$ cat src/design/nearest_neighbor_image_rotation_assert.svh
// Assertion shorthands for the rotator; clk and rst are taken from the scope.
`ifndef NEAREST_NEIGHBOR_IMAGE_ROTATION_ASSERT_SVH
`define NEAREST_NEIGHBOR_IMAGE_ROTATION_ASSERT_SVH

// Consequent checked in the same cycle.
`define NNIR_ASSERT_NOW(label, ante, cons, msg) \
  label: assert property (@(posedge clk) disable iff (rst) (ante) |-> (cons)) \
    else $error(msg);

// Consequent checked in the next cycle.
`define NNIR_ASSERT_NEXT(label, ante, cons, msg) \
  label: assert property (@(posedge clk) disable iff (rst) (ante) |=> (cons)) \
    else $error(msg);

`endif

$ cat src/design/nnir_pkg.sv
package nnir_pkg;

  localparam int MAX_WIDTH      = 256;
  localparam int MAX_HEIGHT     = 256;
  localparam int TRIG_FRAC_BITS = 14;

  localparam int COORD_W = 8;
  localparam int PIX_W   = 32;
  localparam int TRIG_W  = 16;
  localparam int DIM_W   = 9;
  localparam int XW      = $clog2(MAX_WIDTH);
  localparam int YW      = $clog2(MAX_HEIGHT);
  localparam int ADDR_W  = XW + YW;
  localparam int DEPTH   = MAX_WIDTH * MAX_HEIGHT;

  // offset from center, product, sum and mapped coordinate widths
  localparam int XR_W   = COORD_W + 2;
  localparam int PROD_W = TRIG_W + XR_W;
  localparam int SUM_W  = PROD_W + 2;
  localparam int MAP_W  = SUM_W - TRIG_FRAC_BITS;

  localparam logic [SUM_W-1:0] FRAC_MASK = SUM_W'((1 << TRIG_FRAC_BITS) - 1);

  typedef enum logic {
    OP_STORE = 1'b0,
    OP_READ  = 1'b1
  } op_t;

  typedef enum logic [1:0] {
    CFG_COS    = 2'd0,
    CFG_SIN    = 2'd1,
    CFG_WIDTH  = 2'd2,
    CFG_HEIGHT = 2'd3
  } cfg_idx_t;

  typedef struct packed {
    op_t                operation;
    logic [COORD_W-1:0] coord_x;
    logic [COORD_W-1:0] coord_y;
    logic [PIX_W-1:0]   pixel_in;
  } req_word_t;

  typedef struct packed {
    logic [PIX_W-1:0] pixel_out;
    logic             inside_res;
  } rsp_word_t;

  typedef struct packed {
    logic signed [TRIG_W-1:0] cos_angle;
    logic signed [TRIG_W-1:0] sin_angle;
    logic [DIM_W-1:0]         width;
    logic [DIM_W-1:0]         height;
  } cfg_t;

  // mapper result at the memory access stage
  typedef struct packed {
    logic              valid;
    op_t               op;
    logic              in_frame;
    logic              store_ok;
    logic [ADDR_W-1:0] addr;
    logic [PIX_W-1:0]  pixel;
  } map_res_t;

  function automatic logic [DIM_W-1:0] clamp_dim(logic [DIM_W-1:0] v, int unsigned maxv);
    logic [DIM_W-1:0] r;
    if (v == '0) begin
      r = DIM_W'(1);
    end else if (32'(v) > maxv) begin
      r = DIM_W'(maxv);
    end else begin
      r = v;
    end
    return r;
  endfunction

endpackage

$ cat src/design/nnir_map.sv
module nnir_map import nnir_pkg::*; (
  input  logic      clk,
  input  logic      rst,
  input  logic      en,
  input  logic      req_valid,
  input  req_word_t req,
  input  cfg_t      cfg,
  output map_res_t  res
);

  logic [COORD_W-1:0] cx, cy;
  logic signed [XR_W-1:0] xr_c, yr_c;
  logic dst_in_c;

  assign cx = cfg.width[DIM_W-1:1];
  assign cy = cfg.height[DIM_W-1:1];
  assign xr_c = $signed({2'b00, req.coord_x}) - $signed({2'b00, cx});
  assign yr_c = $signed({2'b00, req.coord_y}) - $signed({2'b00, cy});
  assign dst_in_c = ({1'b0, req.coord_x} < cfg.width) && ({1'b0, req.coord_y} < cfg.height);

  // stage 1: request and offsets from center
  logic v1, dst1;
  op_t op1;
  logic [COORD_W-1:0] x1, y1;
  logic [PIX_W-1:0] pix1;
  logic signed [XR_W-1:0] xr1, yr1;

  always_ff @(posedge clk) begin
    if (rst) begin
      v1 <= 1'b0;
    end else if (en) begin
      v1 <= req_valid;
    end
  end

  always_ff @(posedge clk) begin
    if (en) begin
      op1  <= req.operation;
      x1   <= req.coord_x;
      y1   <= req.coord_y;
      pix1 <= req.pixel_in;
      xr1  <= xr_c;
      yr1  <= yr_c;
      dst1 <= dst_in_c;
    end
  end

  // stage 2: four products
  logic v2, dst2;
  op_t op2;
  logic [COORD_W-1:0] x2, y2;
  logic [PIX_W-1:0] pix2;
  logic signed [PROD_W-1:0] p_cx, p_sy, p_sx, p_cy;

  always_ff @(posedge clk) begin
    if (rst) begin
      v2 <= 1'b0;
    end else if (en) begin
      v2 <= v1;
    end
  end

  always_ff @(posedge clk) begin
    if (en) begin
      op2  <= op1;
      x2   <= x1;
      y2   <= y1;
      pix2 <= pix1;
      dst2 <= dst1;
      p_cx <= cfg.cos_angle * xr1;
      p_sy <= cfg.sin_angle * yr1;
      p_sx <= cfg.sin_angle * xr1;
      p_cy <= cfg.cos_angle * yr1;
    end
  end

  // stage 3: rotated sums plus center, still scaled by 2^frac
  logic v3, dst3;
  op_t op3;
  logic [COORD_W-1:0] x3, y3;
  logic [PIX_W-1:0] pix3;
  logic signed [SUM_W-1:0] sum_x, sum_y;

  always_ff @(posedge clk) begin
    if (rst) begin
      v3 <= 1'b0;
    end else if (en) begin
      v3 <= v2;
    end
  end

  always_ff @(posedge clk) begin
    if (en) begin
      op3   <= op2;
      x3    <= x2;
      y3    <= y2;
      pix3  <= pix2;
      dst3  <= dst2;
      sum_x <= SUM_W'(p_cx) + SUM_W'(p_sy) + SUM_W'({cx, {TRIG_FRAC_BITS{1'b0}}});
      sum_y <= SUM_W'(p_cy) - SUM_W'(p_sx) + SUM_W'({cy, {TRIG_FRAC_BITS{1'b0}}});
    end
  end

  // truncate toward zero: bias negatives by 2^frac-1 before the shift
  logic [SUM_W-1:0] adj_x, adj_y;
  logic [MAP_W-1:0] xs, ys;
  logic in_x, in_y;

  always_comb begin
    adj_x = sum_x + (sum_x[SUM_W-1] ? FRAC_MASK : '0);
    adj_y = sum_y + (sum_y[SUM_W-1] ? FRAC_MASK : '0);
    xs = adj_x[SUM_W-1:TRIG_FRAC_BITS];
    ys = adj_y[SUM_W-1:TRIG_FRAC_BITS];
    in_x = !xs[MAP_W-1] && (xs[MAP_W-2:0] < (MAP_W-1)'(cfg.width));
    in_y = !ys[MAP_W-1] && (ys[MAP_W-2:0] < (MAP_W-1)'(cfg.height));
  end

  always_comb begin
    res.valid    = v3;
    res.op       = op3;
    res.in_frame = dst3 && in_x && in_y;
    res.store_ok = (32'(x3) < MAX_WIDTH) && (32'(y3) < MAX_HEIGHT);
    res.pixel    = pix3;
    if (op3 == OP_STORE) begin
      res.addr = {y3[YW-1:0], x3[XW-1:0]};
    end else begin
      res.addr = {ys[YW-1:0], xs[XW-1:0]};
    end
  end

endmodule

$ cat config.mk
export PLATFORM = sky130hd
export DESIGN_NAME = nnir_map
export DESIGN_NICKNAME = d
export VERILOG_FILES = /design/src/design/nearest_neighbor_image_rotation_assert.svh /design/src/design/nnir_pkg.sv /design/src/design/nnir_map.sv
export SDC_FILE = /design/constraint.sdc
export NUM_CORES = 2
export LEC_CHECK = 0
export ABC_CLOCK_PERIOD_IN_PS = 6400
export BUFFER_PORTS_ARGS = -buffer_cell sky130_fd_sc_hd__buf_2
export CAP_MARGIN = 10
export CORE_MARGIN = 3
export CORE_UTILIZATION = 35
export DETAILED_ROUTE_END_ITERATION = 10
export PLACE_DENSITY = 0.5
export SYNTH_ARGS = -nofsm -noshare
export SYNTH_HDL_FRONTEND = slang
export SYNTH_SLANG_ARGS = --single-unit
$ cat constraint.sdc
create_clock -name clk -period 6.4 [get_ports clk]
set_input_delay 0.32 -clock clk [delete_from_list [all_inputs] [get_ports clk]]
set_output_delay 0.32 -clock clk [all_outputs]
set_load 0.1 [all_outputs]
==> summary.md <==
| Metric | Value |
|---|---|
| Mapped Area | `34700 µm²` |
| First-pass GRT wire length | `roughly 130000 µm` |
| CP max FO | `10` |
| Hold Fails Final Rpt | `0` |
| Post-synthesis async set-or-reset flop share | `0%` |
| Hold Startpoint | `req[47]` |
| Final HPWL DP | `between 60000 and 70000 µm` |
| Crit-path cells | `buf_4, nand2_1, fa_1, inv_1, fa_1, fa_1, fa_1, fa_1, ha_1, a21oi_1, a21oi_1, o41ai_2, o2111ai_1, and3_1, a2111oi_2, a21oi_1, xor2_1` |
| Hold Crit Class | `primary input to flip-flop` |
| Post-synth EDFFs | `between 300 and 400` |
| Register area share after synthesis | `roughly 28%` |
| Die ar. | `~100000 µm²` |
| Slew headroom | `about a third` |
| Area Overhead vs Synth | `12.6%` |
| Initial Utilization | `between 30% and 40%` |
| WP buf/inv | `2` |
| Final period util | `94.1%` |
| Setup-failing EPs final | `0` |
| DR pass1 iterations | `5` |
| Row cnt | `between 100 and 150` |
| Die W | `321 µm` |
| Setup TNS | `0 ns` |
| Total clock sinks | `327` |
| Cell variety after synth | `70` |
| Vias in the first global route | `roughly 23000` |
| CP arrival | `around 6.4 ns` |
| Global route total overflow | `0` |
| Chip height | `around 320 µm` |
| DRC | `0` |
| Synth Flop Type | `edfxtp_1` |
| Worst-skew pair later-pin latency | `0.59 ns` |
| RSZ-0062 raised after global routing | `false` |
| I/O pin total | `between 150 and 200` |
| Final nets | `about 4300` |
| Max cap viols | `0` |
| Fraction of layout cells with a size suffix above 1 | `between 9 and 10%` |
| Most frequent cells in the layout | `fa_1, inv_1, ha_1` |
| R2R Path Start | `xr1[2]` |
| Core area | `just under 100000 µm²` |
| Critical Path Max Stage Delay | `approximately 0.68 ns` |
| IO buf count | `between 150 and 200` |
| Final GP Congestion | `roughly 0.79` |
| Slowest stage cell on the critical path | `edfxtp_1` |
| H-tree depth | `2` |
| CTS max path bufs | `3` |
| Seq cells post-synth | `between 300 and 400` |
| Fill count | `9577` |
| Worst setup path start | `xr1[2]` |
| Crit path required time | `6.73 ns` |
| Synth warn | `0` |
| Crit. End Element | `flip-flop` |
| Clock Tree Root | `clkbuf_16` |
| Cells after Synth | `between 3000 and 4000` |
| Net Count, Synth | `4127` |
| Synth Area per Inst | `about 11 µm²` |
| Antenna viol nets, final | `0` |
| Antenna violations before repair | `6` |
| Outcome | `complete, no violations` |
| Fmax | `166 MHz` |
| WS Path Type | `flip-flop to flip-flop` |
| Worst Tran Pin Value | `1.00 ns` |
| Wire length per cell | `between 15 and 20 µm` |
| Commonest non-fill, non-tap cell in the layout | `fa_1` |
| Total GRT Usage | `between 15 and 20%` |
| Tmin final | `6.02 ns` |
| Worst Skew | `around 0.048 ns` |
| Inserted Clock Buffers | `41` |
| Initial drt markers | `~1200` |
| CTS tree | `yes` |
| Cell mode on critical path | `fa_1` |
| Vias | `around 22000` |
| Clock slew at reported path FFs | `about 0.060 ns` |
| Via/cell ratio | `roughly 4.8` |
| CP top delay family | `adder cells` |
| Final WL | `roughly 80000 µm` |
| CP Launch Type | `flip-flop` |
| Largest net degree at the start of global routing | `about 170` |
| Slew Limit Fails | `0` |
## cells in the mapped netlist (14+ instances only)
| cell type | instances | area (µm²) |
|---|---|---|
| and2_1 | 267 | 1670 |
| nand2b_1 | 22 | 138 |
| mux2_2 | 15 | 169 |
| nor3_1 | 22 | 110 |
| o21ai_0 | 53 | 265 |
| o21bai_1 | 18 | 135 |
| a211oi_1 | 21 | 158 |
| and3_1 | 14 | 87.6 |
| nor2_1 | 143 | 537 |
| xnor2_1 | 123 | 1080 |
| o21a_1 | 15 | 113 |
| xor2_1 | 46 | 403 |
| a21oi_1 | 101 | 505 |
| nand3_1 | 35 | 175 |
| a21o_1 | 66 | 495 |
| edfxtp_1 | 324 | 9730 |
| nand2_1 | 305 | 1140 |
| inv_1 | 467 | 1750 |
| fa_1 | 496 | 9930 |
| ha_1 | 364 | 4550 |
| clkbuf_1 | 93 | 349 |
| nor2b_1 | 20 | 125 |
## worst reg2reg max path, stage by stage, from the launching register on
cell and delay [ns]:
edfxtp_1 0.68, buf_4 0.28, nand2_1 0.08, fa_1 0.49, inv_1 0.05, fa_1 0.49, fa_1 0.56, fa_1 0.43
fa_1 0.45, ha_1 0.35, a21oi_1 0.22, a21oi_1 0.14, o41ai_2 0.37, o2111ai_1 0.26, and3_1 0.22, a2111oi_2 0.42
a21oi_1 0.14, xor2_1 0.16
## registers in the layout (all words and copies together), names as in the netlist, 8 cells and up
register,cells
y3,8
x2,8
x1,8
p_sx,25
p_cx,25
pix3,32
y1,8
sum_x,28
xr1,9
p_sy,25
pix2,32
yr1,9
y2,8
pix1,32
sum_y,28
p_cy,25
x3,8
## final cells by class
cell class                 instances  area (µm²)  share of cell area (%)
inverter                         468        1760                    4.49
clock inverter                    26         209                   0.534
timing repair buffer             268        1840                    4.70
sequential                       327        9790                    25.0
antenna                            3        7.51                  0.0192
tap                             1276        1600                    4.08
multi-input combinational       2269       22800                    58.3
clock buffer                      50        1100                    2.82
## routing by layer
layer	up-vias	global-route usage (%)	wire length, µm
met5	-	0	22
met4	4	4.62	2140
met3	77	2.37	3460
met2	423	26.0	37300
met1	11200	23.3	38500
li1	10800	-	-
## final timing paths
path | slack, ns | cells after the start | to
max | 0.38 | 17 | p_cx[23]
min | 0.09 | 1 | x1[7]
max reg2reg | 0.38 | 17 | p_cx[23]
min reg2reg | 0.41 | 0 | y2[1]
## metrics by stage
step / instance area, µm² / std cells / util [%] / hold slack [ns] / worst slack (ns)
finish: 39100 / 4687 / 40.1 / 0.0903 / 0.381
global route: 39100 / 4684 / 40.1 / 0.0572 / 0.0125
CTS: 39100 / 4682 / 40.0 / 0.0376 / 0.185
detailed placement: 37300 / 4556 / 38.2 / 0.405 / 0.236
global placement: 37300 / 4556 / 38.2 / 0.400 / 0.347
floorplan: 34700 / 3164 / - / 0.392 / 0.677
## kinds of logic after synthesis
family / share of synthesized area [%]
DFF: 28.2
buffers and inverters: 6.17
muxes: 0.630
AOI/OAI and AO/OA: 6.69
other: 0.0108
and+or+nand+nor: 12.3
adders and majority gates: 41.7
xor gates and xnor gates: 4.26
## repair_timing
item / in CTS / in global routing
hold endpoints to repair: 51 / 0
hold buffers: 50 / 0
setup endpoints to repair: 0 / 3
buffers inserted: 0 / 2
resized for setup: 0 / 1
Power is not shown: default switching activity piles up to over one toggle a cycle in this logic, so the estimate is an artifact.
